`config.mk`:
```
export PLATFORM = sky130hd
export DESIGN_NAME = lbc_ctrl
export DESIGN_NICKNAME = d
export VERILOG_FILES = /design/src/rtl/core/lbc_pkg.sv /design/src/rtl/core/lbc_ctrl.sv
export SDC_FILE = /design/constraint.sdc
export NUM_CORES = 1
export LEC_CHECK = 0
export BUFFER_PORTS_ARGS = -buffer_cell sky130_fd_sc_hd__buf_2
export CORE_MARGIN = 4
export CORE_UTILIZATION = 45
export CTS_CLUSTER_DIAMETER = 30
export DETAILED_ROUTE_END_ITERATION = 16
export PLACE_DENSITY = 0.72
export RECOVER_POWER = 50
export SYNTH_ARGS = -nofsm -noshare
export SYNTH_HDL_FRONTEND = slang
export SYNTH_SLANG_ARGS = --single-unit
```
`constraint.sdc`:
```
create_clock -name clock -period 3.8 [get_ports clock]
set_input_delay 0 -clock clock [delete_from_list [all_inputs] [get_ports clock]]
set_output_delay 0 -clock clock [all_outputs]
set_load 0.05 [all_outputs]
```
`src/rtl/core/lbc_pkg.sv`:
```
// lbc_pkg: shared types and codes for the lru ttl byte budget cache
// no dependencies; compiled first
`timescale 1ns / 1ps

package lbc_pkg;

   localparam logic [1:0] CMD_GET   = 2'd0;
   localparam logic [1:0] CMD_PUT   = 2'd1;
   localparam logic [1:0] CMD_CLEAR = 2'd2;

   localparam logic [1:0] REG_ENTRY_LIMIT  = 2'd0;
   localparam logic [1:0] REG_BYTE_BUDGET  = 2'd1;
   localparam logic [1:0] REG_TIME_TO_LIVE = 2'd2;

   localparam logic [7:0]  ENTRY_LIMIT_RESET  = 8'd100;
   localparam logic [31:0] BYTE_BUDGET_RESET  = 32'd8388608;
   localparam logic [31:0] TIME_TO_LIVE_RESET = 32'd60;

   localparam logic [4:0] DP_NONE   = 5'd0;
   localparam logic [4:0] DP_LOAD   = 5'd1;
   localparam logic [4:0] DP_CLEAR  = 5'd2;
   localparam logic [4:0] DP_FIND   = 5'd3;
   localparam logic [4:0] DP_EXPIRE = 5'd4;
   localparam logic [4:0] DP_LRU    = 5'd5;
   localparam logic [4:0] DP_LDROP  = 5'd6;
   localparam logic [4:0] DP_DROP   = 5'd7;
   localparam logic [4:0] DP_TOUCH  = 5'd8;
   localparam logic [4:0] DP_INSERT = 5'd9;
   localparam logic [4:0] DP_RRD    = 5'd10;
   localparam logic [4:0] DP_RHOLD  = 5'd11;
   localparam logic [4:0] DP_RSCAN  = 5'd12;
   localparam logic [4:0] DP_RWR    = 5'd13;
   localparam logic [4:0] DP_APPLY  = 5'd14;
   localparam logic [4:0] DP_SEQ    = 5'd15;
   localparam logic [4:0] DP_RESULT = 5'd16;

   typedef struct packed {
      logic [7:0]  entry_limit;
      logic [31:0] byte_budget;
      logic [31:0] time_to_live;
   } cfg_type;

   typedef struct packed {
      logic       start;
      logic [4:0] op;
   } dp_cmd_type;

   typedef struct packed {
      logic scan_done;
      logic is_get;
      logic is_put;
      logic is_clear;
      logic found;
      logic expired;
      logic fits;
      logic seq_max;
      logic evict_need;
      logic free_ok;
      logic rec_valid;
      logic outer_last;
   } dp_stat_type;

endpackage

```
`src/rtl/core/lbc_ctrl.sv`:
```
// lbc_ctrl: sequencer of the cache, issues datapath commands per item
// depends on lbc_pkg
`timescale 1ns / 1ps

module lbc_ctrl (
   input  logic                 clock,
   input  logic                 reset,
   input  logic                 req_valid,
   output logic                 req_ready,
   output logic                 rsp_valid,
   input  logic                 rsp_ready,
   input  lbc_pkg::dp_stat_type stat,
   output lbc_pkg::dp_cmd_type  cmd
);

   import lbc_pkg::*;

   localparam logic [4:0] S_RCLR   = 5'd0;
   localparam logic [4:0] S_IDLE   = 5'd1;
   localparam logic [4:0] S_DISP   = 5'd2;
   localparam logic [4:0] S_CLR    = 5'd3;
   localparam logic [4:0] S_FIND   = 5'd4;
   localparam logic [4:0] S_GCHK   = 5'd5;
   localparam logic [4:0] S_DROP   = 5'd6;
   localparam logic [4:0] S_TOUCH  = 5'd7;
   localparam logic [4:0] S_EXP    = 5'd8;
   localparam logic [4:0] S_EVCHK  = 5'd9;
   localparam logic [4:0] S_LRU    = 5'd10;
   localparam logic [4:0] S_LDROP  = 5'd11;
   localparam logic [4:0] S_INSCHK = 5'd12;
   localparam logic [4:0] S_INS    = 5'd13;
   localparam logic [4:0] S_RRD    = 5'd14;
   localparam logic [4:0] S_RHOLD  = 5'd15;
   localparam logic [4:0] S_RSCAN  = 5'd16;
   localparam logic [4:0] S_RWR    = 5'd17;
   localparam logic [4:0] S_APPLY  = 5'd18;
   localparam logic [4:0] S_SEQ    = 5'd19;
   localparam logic [4:0] S_DONE   = 5'd20;

   logic [4:0] state_ff, state_in;
   logic       rsp_valid_ff, rsp_valid_in;

   always_comb begin
      state_in     = state_ff;
      rsp_valid_in = rsp_valid_ff && !rsp_ready;
      cmd.start    = 1'b0;
      cmd.op       = DP_NONE;
      unique case (state_ff)
         S_RCLR: begin
            cmd.op = DP_CLEAR;
            if (stat.scan_done) begin
               state_in = S_IDLE;
            end
         end
         S_IDLE: begin
            if (req_valid) begin
               cmd.op   = DP_LOAD;
               state_in = S_DISP;
            end
         end
         S_DISP: begin
            if (stat.is_get || stat.is_put) begin
               cmd.start = 1'b1;
               state_in  = S_FIND;
            end else if (stat.is_clear) begin
               cmd.start = 1'b1;
               state_in  = S_CLR;
            end else begin
               state_in = S_DONE;
            end
         end
         S_CLR: begin
            cmd.op = DP_CLEAR;
            if (stat.scan_done) begin
               state_in = S_DONE;
            end
         end
         S_FIND: begin
            cmd.op = DP_FIND;
            if (stat.scan_done) begin
               if (stat.is_get) begin
                  state_in = stat.found ? S_GCHK : S_DONE;
               end else if (stat.fits) begin
                  cmd.start = 1'b1;
                  state_in  = S_EXP;
               end else begin
                  state_in = S_DONE;
               end
            end
         end
         S_GCHK: begin
            if (stat.expired) begin
               state_in = S_DROP;
            end else begin
               state_in = stat.seq_max ? S_RRD : S_TOUCH;
            end
         end
         S_DROP: begin
            cmd.op   = DP_DROP;
            state_in = S_DONE;
         end
         S_TOUCH: begin
            cmd.op   = DP_TOUCH;
            state_in = S_DONE;
         end
         S_EXP: begin
            cmd.op = DP_EXPIRE;
            if (stat.scan_done) begin
               state_in = S_EVCHK;
            end
         end
         S_EVCHK: begin
            if (stat.evict_need) begin
               cmd.start = 1'b1;
               state_in  = S_LRU;
            end else begin
               state_in = S_INSCHK;
            end
         end
         S_LRU: begin
            cmd.op = DP_LRU;
            if (stat.scan_done) begin
               state_in = S_LDROP;
            end
         end
         S_LDROP: begin
            cmd.op   = DP_LDROP;
            state_in = S_EVCHK;
         end
         S_INSCHK: begin
            if (!stat.free_ok) begin
               state_in = S_DONE;
            end else begin
               state_in = stat.seq_max ? S_RRD : S_INS;
            end
         end
         S_INS: begin
            cmd.op   = DP_INSERT;
            state_in = S_DONE;
         end
         S_RRD: begin
            cmd.op   = DP_RRD;
            state_in = S_RHOLD;
         end
         S_RHOLD: begin
            cmd.op = DP_RHOLD;
            if (stat.rec_valid) begin
               cmd.start = 1'b1;
               state_in  = S_RSCAN;
            end else begin
               state_in = S_RWR;
            end
         end
         S_RSCAN: begin
            cmd.op = DP_RSCAN;
            if (stat.scan_done) begin
               state_in = S_RWR;
            end
         end
         S_RWR: begin
            cmd.op = DP_RWR;
            if (stat.outer_last) begin
               state_in = S_APPLY;
            end else begin
               state_in = S_RRD;
            end
         end
         S_APPLY: begin
            cmd.op = DP_APPLY;
            if (stat.scan_done) begin
               state_in = S_SEQ;
            end
         end
         S_SEQ: begin
            cmd.op   = DP_SEQ;
            state_in = stat.is_put ? S_INS : S_TOUCH;
         end
         S_DONE: begin
            if (!rsp_valid_ff || rsp_ready) begin
               cmd.op       = DP_RESULT;
               rsp_valid_in = 1'b1;
               state_in     = S_IDLE;
            end
         end
         default: begin
            state_in = S_IDLE;
         end
      endcase
      // the apply scan is rewound on its way in from the last rank write
      if (state_ff == S_RWR && stat.outer_last) begin
         cmd.start = 1'b1;
      end
   end

   always_ff @(posedge clock) begin
      if (reset) begin
         state_ff     <= S_RCLR;
         rsp_valid_ff <= 1'b0;
      end else begin
         state_ff     <= state_in;
         rsp_valid_ff <= rsp_valid_in;
      end
   end

   assign req_ready = (state_ff == S_IDLE);
   assign rsp_valid = rsp_valid_ff;

   a_accept_loads: assert property (@(posedge clock) disable iff (reset)
      (req_valid && req_ready) |-> cmd.op == DP_LOAD)
      else $error("accepted item not loaded");

   a_result_held: assert property (@(posedge clock) disable iff (reset)
      (state_ff == S_DONE && rsp_valid_ff && !rsp_ready) |=> state_ff == S_DONE)
      else $error("result overwritten before it was taken");

   a_accept_leaves_idle: assert property (@(posedge clock) disable iff (reset)
      (req_valid && req_ready) |=> state_ff == S_DISP)
      else $error("accepted item did not start");

endmodule
```
# [Yosys cells after proc, flatten, opt, wreduce, memory -nomap -nowiden]
# Index checks and enable logic that the tools add are counted.
[totals] regBits=6 word_cells=78 output_inout_bits=8 in_bits=16
[classes] n_reduce_logical=10 eq_ne=29 n_mux=37
[op_table] cell="$pmux 5 s19" n=1
[op_table] cell="$mux 5" n=17
[op_table] cell="$pmux 5 s16" n=1
[op_table] cell="$eq 5x4->1 const B" n=8
[op_table] cell="$eq 5x5->1 const B" n=5
[op_table] cell="$eq 5x3->1 const B" n=4
[op_table] cell="$ne 2x2->1 const B" n=9
[op_table] cell="$mux 1" n=12
[op_table] cell="$mux 4" n=3
[op_table] cell="$eq 5x2->1 const B" n=2
[op_table] cell="$reduce_and 9->1" n=1
[op_table] cell="$eq 5x1->1 const B" n=1
[op_table] cell="$logic_not 5->1" n=1
[op_table] cell="$pmux 1 s4" n=1
[op_table] cell="$mux 3" n=1
[op_table] cell="$reduce_or 3->1" n=1
[op_table] cell="$logic_and 1x1->1" n=2
[op_table] cell="$logic_not 1->1" n=2
[op_table] cell="$logic_or 1x1->1" n=2
[op_table] cell="$mux 2" n=1
[op_table] cell="$reduce_or 2->1" n=1

# [Longest topological paths before layout]
# Gate-level depths: netlist (run 1).
[depth] depth_word=5 depth_mapped=7 ltp_nobuf=5

# [Least setup slack after synthesis (run 1)]
# OpenSTA, ideal clock, no wires.
[synth_path] path_kind="flip-flop to output port" from="reg state_ff[3]" to="out cmd[1] (netlist name)" path_stages_with_launch=7 t_arrival_ns=2.056 path_buffers=2 slack_ns=1.744 required_ns=3.800 cell_sequence="dfxtp_1 > buf_6 > buf_2 > nand2_1 > o21ai_0 > a21oi_1 > o21ai_0"
[synth_rtl] item="start: declaration" line_no="lbc_ctrl.sv:40" rtl="logic [4:0] state_ff, state_in;"
[synth_rtl] item="start signal: assignment" line_no="lbc_ctrl.sv:200" rtl="state_ff <= state_in;"
[synth_rtl] item="end: declaration" line_no="lbc_ctrl.sv:13" rtl="output lbc_pkg::dp_cmd_type cmd"

# [Worst setup path after layout (run 1)]
[layout_path] from="reg state_ff[4]" to="reg state_ff[4]"
[layout_via] elab_chain_cells=3 word_cells_on_any_way=33 classes_between="29 x eq/ne; 1 x mux; 3 x reduce/logical"
[layout_lines] item="$eq 5x4->1, or another cell as far along" line_no="lbc_ctrl.sv:48" rtl="unique case (state_ff)"
[layout_lines] item="$reduce_or 3->1 (no source line) or $ne 2x2->1 (tied branches)"
[layout_lines] item="$pmux 5 s19 or $reduce_and 9->1 (tied branches)"
# Parallel ways exist; a longest one is shown, timed or not.
# A chain may end at the register's enable or synchronous reset.

==> results of run 1 <==
## cell families after synthesis
group | share of synthesized area, %
and+or+nand+nor | 37.6
AOI/OAI and AO/OA | 38.7
buffers and inverters | 8.81
DFF | 12.8
xor gates and xnor gates | 0.935
muxes | 1.07
## area by class of cell
cell class              count  area [um^2]  share of cell area (%)
repair buffers             24          119                    11.4
multi-input cells         123          727                    69.8
well taps                  27         33.8                    3.25
clock buffers               3         22.5                    2.16
inverters                   5         18.8                    1.80
flip-flops and latches      6          120                    11.5
## where the power goes
part | leakage [nW] | switching [mW] | internal (mW)
Clock | 0.0138 | 0.0267 | 0.0360
Combinational | 0.337 | 0.312 | 0.165
Sequential | 0.0489 | 0.0895 | 0.0785
## timing repair
action | 4_1_cts | 5_1_grt
hold endpoints to repair | 1 | 0
endpoints found under the setup margin | 0 | 0
hold buffers | 1 | 0
## state kept, by name, indices dropped and copies added, names as in the netlist
| register | cells |
|---|---|
| state_ff | 5 |
| rsp_valid | 1 |
## critical path, stage by stage, from the launching register on
cell,delay (ns)
dfxtp_1,0.90
and3b_1,0.26
o311ai_0,0.43
a21o_2,0.25
nand2_1,0.08
o31ai_1,0.27
## layer usage
| layer | wire length (um) | GRT usage (%) | up-vias |
|---|---|---|---|
| met5 | 0 | 0 | - |
| met1 | 1200 | 29.4 | 532 |
| met3 | 229 | 2.77 | 8 |
| met4 | 63 | 8.09 | 0 |
| li1 | - | - | 575 |
| met2 | 1400 | 36.3 | 53 |
## worst max-delay path by stage
stage / cells after the start / startpoint / to
floorplan: 6 / state_ff[3]$_SDFFE_PP0P_ / cmd[1]
global placement: 5 / state_ff[4]$_SDFFE_PP0P_ / state_ff[4]$_SDFFE_PP0P_
detailed placement: 5 / state_ff[4]$_SDFFE_PP0P_ / state_ff[4]$_SDFFE_PP0P_
CTS: 5 / state_ff[4]$_SDFFE_PP0P_ / state_ff[4]$_SDFFE_PP0P_
global route: 5 / state_ff[4]$_SDFFE_PP0P_ / state_ff[4]$_SDFFE_PP0P_
finish: 5 / state_ff[4]$_SDFFE_PP0P_ / state_ff[4]$_SDFFE_PP0P_
## through the flow
| stage | total power, mW | cells |
|---|---|---|
| 2_1_floorplan | 0.546 | 145 |
| 3_3_place_gp | 0.636 | 184 |
| 3_5_place_dp | 0.644 | 184 |
| 4_1_cts | 0.709 | 188 |
| 5_1_grt | 0.761 | 188 |
| 6_report | 0.708 | 188 |
## layout by cell type (no fill, tap or decap), drive strengths merged, types with 2 or more instances in the layout
cell	count
nand4	3
buf	18
o31ai	2
o211ai	5
dfxtp	6
and2b	2
nor2	10
a21oi	16
inv	5
o22a	2
nor3	5
nand2	15
o21ai	12
and3	2
nand2b	4
nand3	9
o22ai	6
clkbuf	8
nor2b	9
==> qor.txt, run 1 <==
Final worst setup slack - 1.49 ns
FP Rows - 16
Initial antenna violation count - 0
Gr ovfl total - 0
Drt pass-1 iters - 4
# diodes - 0
Top-area cell type share of the netlist area - 12.8%
GRT Util Overall - 22.1%
Number of synthesized flops with an enable pin - 0
Nets@finish - 179
Fraction of layout cells with a size suffix above 1 - 16.1%
Final HPWL DP - 2.10 mm
# setup viols final - 0
Routed via count - 1168
Yosys warns - 0
DIE HEIGHT - 53.6 um
Synthesized area per cell - 6.46 um^2
Fillers - 226
Drt wl/cell - 15.4 um
Hold Path Class - in -> reg
Area grow syn2layout - 11.1%
Placed Area - 1020 um^2
R2r startpoint - state_ff[4]$_SDFFE_PP0P_
First-pass GRT wire length - 4.78 mm
Worst Hold End - rsp_valid$_SDFF_PP0_
Slew Viols, Final - 0
Final core occ - 53.1%
Worst IR Drop VDD - 0.000536 V
Pwr/cell area - 680 nW/um^2
Largest net degree at the start of global routing - 29
Setup TNS Final - 0 ns
Worst-Margin Slew - 0.900 ns
Worst EP arrival - 2.46 ns
Max-cap viol count - 0
Routed Antenna Nets - 0
Clock Latency Late Sink - 0.25 ns
Register area share after synthesis - 12.8%
Status - completed
H-tree Lvls - 1
Hold Crit Start - rsp_ready
Post-route cell area - 1040 um^2
DRC Markers - 0
Syn nets - 161
Async set or reset register ratio after synthesis - 0%
Clk_skew - 0.00119 ns
Post-DR vias/cell - 6.21
Global placement routability congestion - 0.928
Number of buffers added on ports - 23
Die width - 53.6 um
Final hold slack - 0.103 ns
I/O pins - 24
Unique masters post-synth - 44
Pleak - 0.399 nW
Count of final hold-check violations - 0
Critical path startpoint category - flip-flop
Vias in the first global route - 1104
Max Clk Rate - 434 MHz
Area contributors post-synth - dfxtp_1 (13%), a21oi_1 (8.5%), nand2_1 (6.0%), nor2b_1 (6.0%), o21ai_0 (5.3%)
Post-synth top flop - dfxtp_1
Minimum clock period - 2.31 ns
Tcrit/Tclk final - 60.7%
WL final - 2.89 mm
Mapped Area - 937 um^2
Post-synth top area cell - dfxtp_1
Reg-to-Reg End - state_ff[4]$_SDFFE_PP0P_
Reg2reg setup slack - 1.49 ns
Worst r2r path cells - 5
Slew margin rel. - 39.9%
Starting density of the core - 47.8%
CTS tree - built
Post-CTS sizing - 0
Synth top cells by count - a21oi_1 (16), nand2_1 (15), o21ai_0 (10)
Root buf cell - clkbuf_4
Post-CTS setup buffer count - 0
Req. time, crit path - 3.95 ns
Hold path depth - 3
Yosys reg bits - 6
Top-count cell post-synth - a21oi_1
Clk slew on worst S/H paths - 0.05 ns
Crit-path max FO - 28
Clock sink count - 6
Unrepaired setup endpoints after global routing - false
TritonCTS Buffers - 3
Setup CP Type - reg -> reg
Die area - 2880 um^2
Worst slack at placement - 1.71 ns
Drt initial violations - 51
Core area - 1960 um^2
Setup crit end kind - flip-flop
Post-Synthesis Cells - 145
Clock buffer depth - 2
No activity file was read; power rests on OpenSTA's default activity.
==> inputs of run 2 (changes only) <==
--- a/config.mk
+++ b/config.mk
@@ -10,7 +10,7 @@
 export CORE_UTILIZATION = 45
 export CTS_CLUSTER_DIAMETER = 30
 export DETAILED_ROUTE_END_ITERATION = 16
-export PLACE_DENSITY = 0.72
+export PLACE_DENSITY = 0.74
 export RECOVER_POWER = 50
 export SYNTH_ARGS = -nofsm -noshare
 export SYNTH_HDL_FRONTEND = slang
==> constraint.sdc (replaced) <==
create_clock -name clock -period 1.9 [get_ports clock]
set_input_delay 0 -clock clock [delete_from_list [all_inputs] [get_ports clock]]
set_output_delay 0 -clock clock [all_outputs]
set_load 0.05 [all_outputs]
==> qor.txt, run 2 (synthesis gave the netlist of run 1 again) <==
Status - completed
Routed Antenna Nets - 0
Clock buffer depth - 2
Largest net degree at the start of global routing - 17
Family with the most delay on the worst path - simple AND/OR/NAND/NOR gates
Drt initial violations - 76
Unrepaired setup endpoints after global routing - false
I/O pins - 24
Setup CP Type - reg -> out
Placed Area - 1100 um^2
Biggest register - state_ff
Drt pass-1 iters - 5
Root buf cell - clkbuf_4
Slowest stage cell on the critical path - dfxtp_1
DRC Markers - 0
Tcrit/Tclk final - 95.0%
WL final - 2.88 mm
Switching Share - 56.9%
Die area - 2880 um^2
TritonCTS Buffers - 3
Worst path max stage delay - 0.50 ns
Area grow syn2layout - 21.0%
Number of buffers added on ports - 23
First-pass GRT wire length - 4.47 mm
Nets@finish - 189
H-tree Lvls - 1
Global placement routability congestion - 0.983
Clk slew on worst S/H paths - 0.04 ns
Pwr/cell area - 1360 nW/um^2
Internal - 665 uW
Fraction of layout cells with a size suffix above 1 - 25.7%
Clk_skew - 0.000141 ns
Hold Path Class - in -> reg
Die width - 53.6 um
Setup crit end kind - output pin
Psw - 879 uW
Most frequent cells in the layout - buf_2 (17), a21oi_1 (16), nand2_1 (15), buf_4 (10)
Req. time, crit path - 1.90 ns
Crit-path max FO - 8
Initial antenna violation count - 0
Worst IR Drop VDD - 0.00113 V
Starting density of the core - 47.8%
Clock Latency Late Sink - 0.24 ns
DIE HEIGHT - 53.6 um
Commonest non-fill, non-tap cell in the layout - buf_2
Gr ovfl total - 0
Routed via count - 1253
CP Cell Sequence - nor3b_2, nand2_1, nor2_1, a21oi_1, nand2_1, buf_2
Clock sink count - 6
Combinational share of power - 77.2%
WP buf/inv - 1
FP Rows - 16
Max Clk Rate - 554 MHz
Count of final hold-check violations - 0
Max reg flops - 5
Setup TNS Final - 0 ns
Post-DR vias/cell - 6.33
Most used cell along the critical path - nand2_1
Slew margin rel. - 60.6%
Sequential fraction of design power - 15.4%
Power share of the clock group - 7.4%
Vias in the first global route - 1051
Final HPWL DP - 2.22 mm
Worst EP arrival - 1.80 ns
Core area - 1960 um^2
Slew Viols, Final - 0
Max-cap viol count - 0
# diodes - 0
Post-route cell area - 1130 um^2
Drt wl/cell - 14.6 um
CTS tree - built
GRT Util Overall - 20.2%
# setup viols final - 0
Minimum clock period - 1.80 ns
Post-CTS setup buffer count - 0
Pleak - 0.469 nW
Worst-Margin Slew - 0.593 ns
Critical path startpoint category - flip-flop
[run 2: layout make-up]
class	instances	area, um^2
clock buffers	3	22.5
fillers	202	828
inverters	5	18.8
multi-input cells	123	739
flip-flops and latches	6	123
well taps	27	33.8
repair buffers	34	196
[run 2: final timing paths]
check,startpoint,endpoint,slack (ns),cells past startpoint
max,state_ff[2]$_SDFFE_PP0P_,cmd[5],0.1,6
min,reset,state_ff[0]$_SDFFE_PP0P_,0.008,2
max reg2reg,state_ff[2]$_SDFFE_PP0P_,state_ff[0]$_SDFFE_PP0P_,0.18,5
min reg2reg,rsp_valid$_SDFF_PP0_,rsp_valid$_SDFF_PP0_,0.56,2
[run 2: per-layer routing]
layer / share of wire [%] / vias to the layer above / GRT usage (%)
li1: - / 591 / -
met1: 43 / 587 / 26.2
met2: 49 / 75 / 35.5
met3: 8.3 / 0 / 3.05
met4: 0 / 0 / 3.40
met5: 0 / - / 0
[run 2: per-stage QoR]
stage / std cells / worst slack [ns] / util [%] / hold WS [ns] / power (mW)
after global routing: 198 / 0.0210 / 57.8 / 0.0136 / 1.64
after detailed placement: 195 / 0.165 / 56.3 / 0.259 / 1.39
after floorplan: 145 / 0.0344 / - / 0.0679 / 1.10
after CTS: 198 / 0.00186 / 57.5 / 0.0121 / 1.51
after global placement: 195 / 0.199 / 56.3 / 0.259 / 1.36
final: 198 / 0.0954 / 57.8 / 0.00796 / 1.54
[run 2: power groups by stage]
| stage | Clock, mW | Combinational (mW) | Sequential [mW] |
|---|---|---|---|
| after floorplan | 0 | 0.917 | 0.179 |
| after global placement | 0 | 1.13 | 0.232 |
| after detailed placement | 0 | 1.15 | 0.235 |
| after CTS | 0.115 | 1.16 | 0.233 |
| after global routing | 0.120 | 1.27 | 0.245 |
| final | 0.115 | 1.19 | 0.238 |
[run 2: timing repair]
action	CTS	global route
resized for setup	0	4
hold buffers	0	0
setup endpoints to repair	0	4
==> inputs of run 3 (changes only) <==
--- a/config.mk
+++ b/config.mk
@@ -7,10 +7,10 @@
 export LEC_CHECK = 0
 export BUFFER_PORTS_ARGS = -buffer_cell sky130_fd_sc_hd__buf_2
 export CORE_MARGIN = 4
-export CORE_UTILIZATION = 45
+export CORE_UTILIZATION = 47
 export CTS_CLUSTER_DIAMETER = 30
 export DETAILED_ROUTE_END_ITERATION = 16
-export PLACE_DENSITY = 0.74
+export PLACE_DENSITY = 0.77
 export RECOVER_POWER = 50
 export SYNTH_ARGS = -nofsm -noshare
 export SYNTH_HDL_FRONTEND = slang
==> qor.txt, run 3 (synthesis gave the netlist of run 1 again) <==
Drt wl/cell - 14.9 um
DIE HEIGHT - 52.7 um
Core area - 1800 um^2
Area grow syn2layout - 22.7%
Number of buffers added on ports - 23
Worst path max stage delay - 0.51 ns
Clock buffer depth - 2
Hold Path Class - in -> reg
Post-DR vias/cell - 6.13
Clk_skew - 0.00359 ns
Gr ovfl total - 0
Count of final hold-check violations - 0
Die area - 2770 um^2
Starting density of the core - 52.0%
Vias in the first global route - 1107
Pleak - 0.473 nW
Clock Latency Late Sink - 0.24 ns
I/O pins - 24
DRC Markers - 0
Commonest non-fill, non-tap cell in the layout - buf_2
Worst-Margin Slew - 0.595 ns
H-tree Lvls - 1
Status - completed
Root buf cell - clkbuf_4
Unrepaired setup endpoints after global routing - false
Hold path depth - 2
Max-cap viol count - 0
Levels on crit path - 7
Final HPWL DP - 2.31 mm
Clk slew on worst S/H paths - 0.05 ns
Pwr/cell area - 1350 nW/um^2
Slew Viols, Final - 0
Drt pass-1 iters - 5
Nets@finish - 189
Family with the most delay on the worst path - flip-flops
Worst r2r path cells - 6
Slowest stage cell on the critical path - dfxtp_1
Area of the multi-input gates - 746 um^2
Max reg flops - 5
Largest net degree at the start of global routing - 20
# setup viols final - 0
Drt initial violations - 32
Routed Antenna Nets - 0
Most frequent cells in the layout - buf_2 (18), a21oi_1 (16), nand2_1 (15), buf_4 (10)
Global placement routability congestion - 1.02
First-pass GRT wire length - 4.88 mm
CP Cell Sequence - buf_4, and3_1, a31oi_1, nor3_1, a21oi_1, nand2_1, buf_2
Critical path startpoint category - flip-flop
Setup CP Type - reg -> out
Initial antenna violation count - 0
Die width - 52.7 um
Final worst setup slack - 0.138 ns
FP Rows - 15
Routed via count - 1202
Clock sink count - 6
Fillers - 182
Crit-path max FO - 9
Worst EP arrival - 1.76 ns
Worst IR Drop VDD - 0.000918 V
Reg area - 123 um^2
Req. time, crit path - 1.90 ns
CTS tree - built
Biggest register - state_ff
Setup crit end kind - output pin
Minimum clock period - 1.76 ns
Slew margin rel. - 60.5%
Tcrit/Tclk final - 92.8%
WL final - 2.92 mm
Post-CTS setup buffer count - 0
# diodes - 0
Worst slack at placement - 0.172 ns
Max Clk Rate - 567 MHz
GRT Util Overall - 22.8%
WP buf/inv - 2
Setup TNS Final - 0 ns
TritonCTS Buffers - 3
Fraction of layout cells with a size suffix above 1 - 26.3%
run 3: per-stage QoR:
step | cells | util (%) | hold slack (ns) | power [mW] | cell area [um^2]
after floorplan | 145 | - | 0.0679 | 1.10 | 937
after CTS | 196 | 63.1 | 0.0101 | 1.52 | 1140
final | 196 | 63.8 | 0.0160 | 1.55 | 1150
after detailed placement | 193 | 61.9 | 0.264 | 1.40 | 1110
after global routing | 196 | 63.8 | 0.0154 | 1.67 | 1150
after global placement | 193 | 61.9 | 0.256 | 1.38 | 1110
run 3: final timing paths:
path                            slack [ns]                     start                       end
worst max-delay path                  0.14  state_ff[2]$_SDFFE_PP0P_                    cmd[5]
worst min-delay path                  0.02                     reset  state_ff[0]$_SDFFE_PP0P_
worst max register to register        0.16  state_ff[3]$_SDFFE_PP0P_  state_ff[0]$_SDFFE_PP0P_
worst min register to register        0.59      rsp_valid$_SDFF_PP0_      rsp_valid$_SDFF_PP0_
run 3: worst register-to-register path, delay by kind of cell (launching register included):
kind                   cells  cell delay, ns
buffers and inverters      1            0.19
AOI/OAI and AO/OA          3            0.53
DFF                        1            0.39
and+or+nand+nor            2            0.51
run 3: area by class of cell:
| type | count | area share, % |
|---|---|---|
| Multi-Input combinational cell | 123 | 64.9 |
| Sequential cell | 6 | 10.7 |
| Tap cell | 25 | 2.72 |
| Timing Repair Buffer | 34 | 18.2 |
| Inverter | 5 | 1.63 |
| Clock buffer | 3 | 1.96 |
run 3: repair_timing:
item | 4_1_cts | 5_1_grt
hold buffers | 0 | 0
setup endpoints to repair | 0 | 5
resized for setup | 0 | 4
run 3: power by group:
part	total (mW)	switching [mW]	leakage [nW]	internal [mW]
Sequential	0.245	0.0846	0.0496	0.160
Combinational	1.19	0.751	0.410	0.440
Clock	0.116	0.0448	0.0138	0.0714
Total	1.55	0.880	0.473	0.672
run 3: routing by layer:
layer	global-route usage (%)	wire length (um)	share of wire [%]	vias to the layer above
li1	-	-	-	591
met1	30.8	1250	43	547
met2	37.8	1400	48	57
met3	1.99	210	7.2	7
met4	6.81	54	1.8	0
met5	0	0	0	-
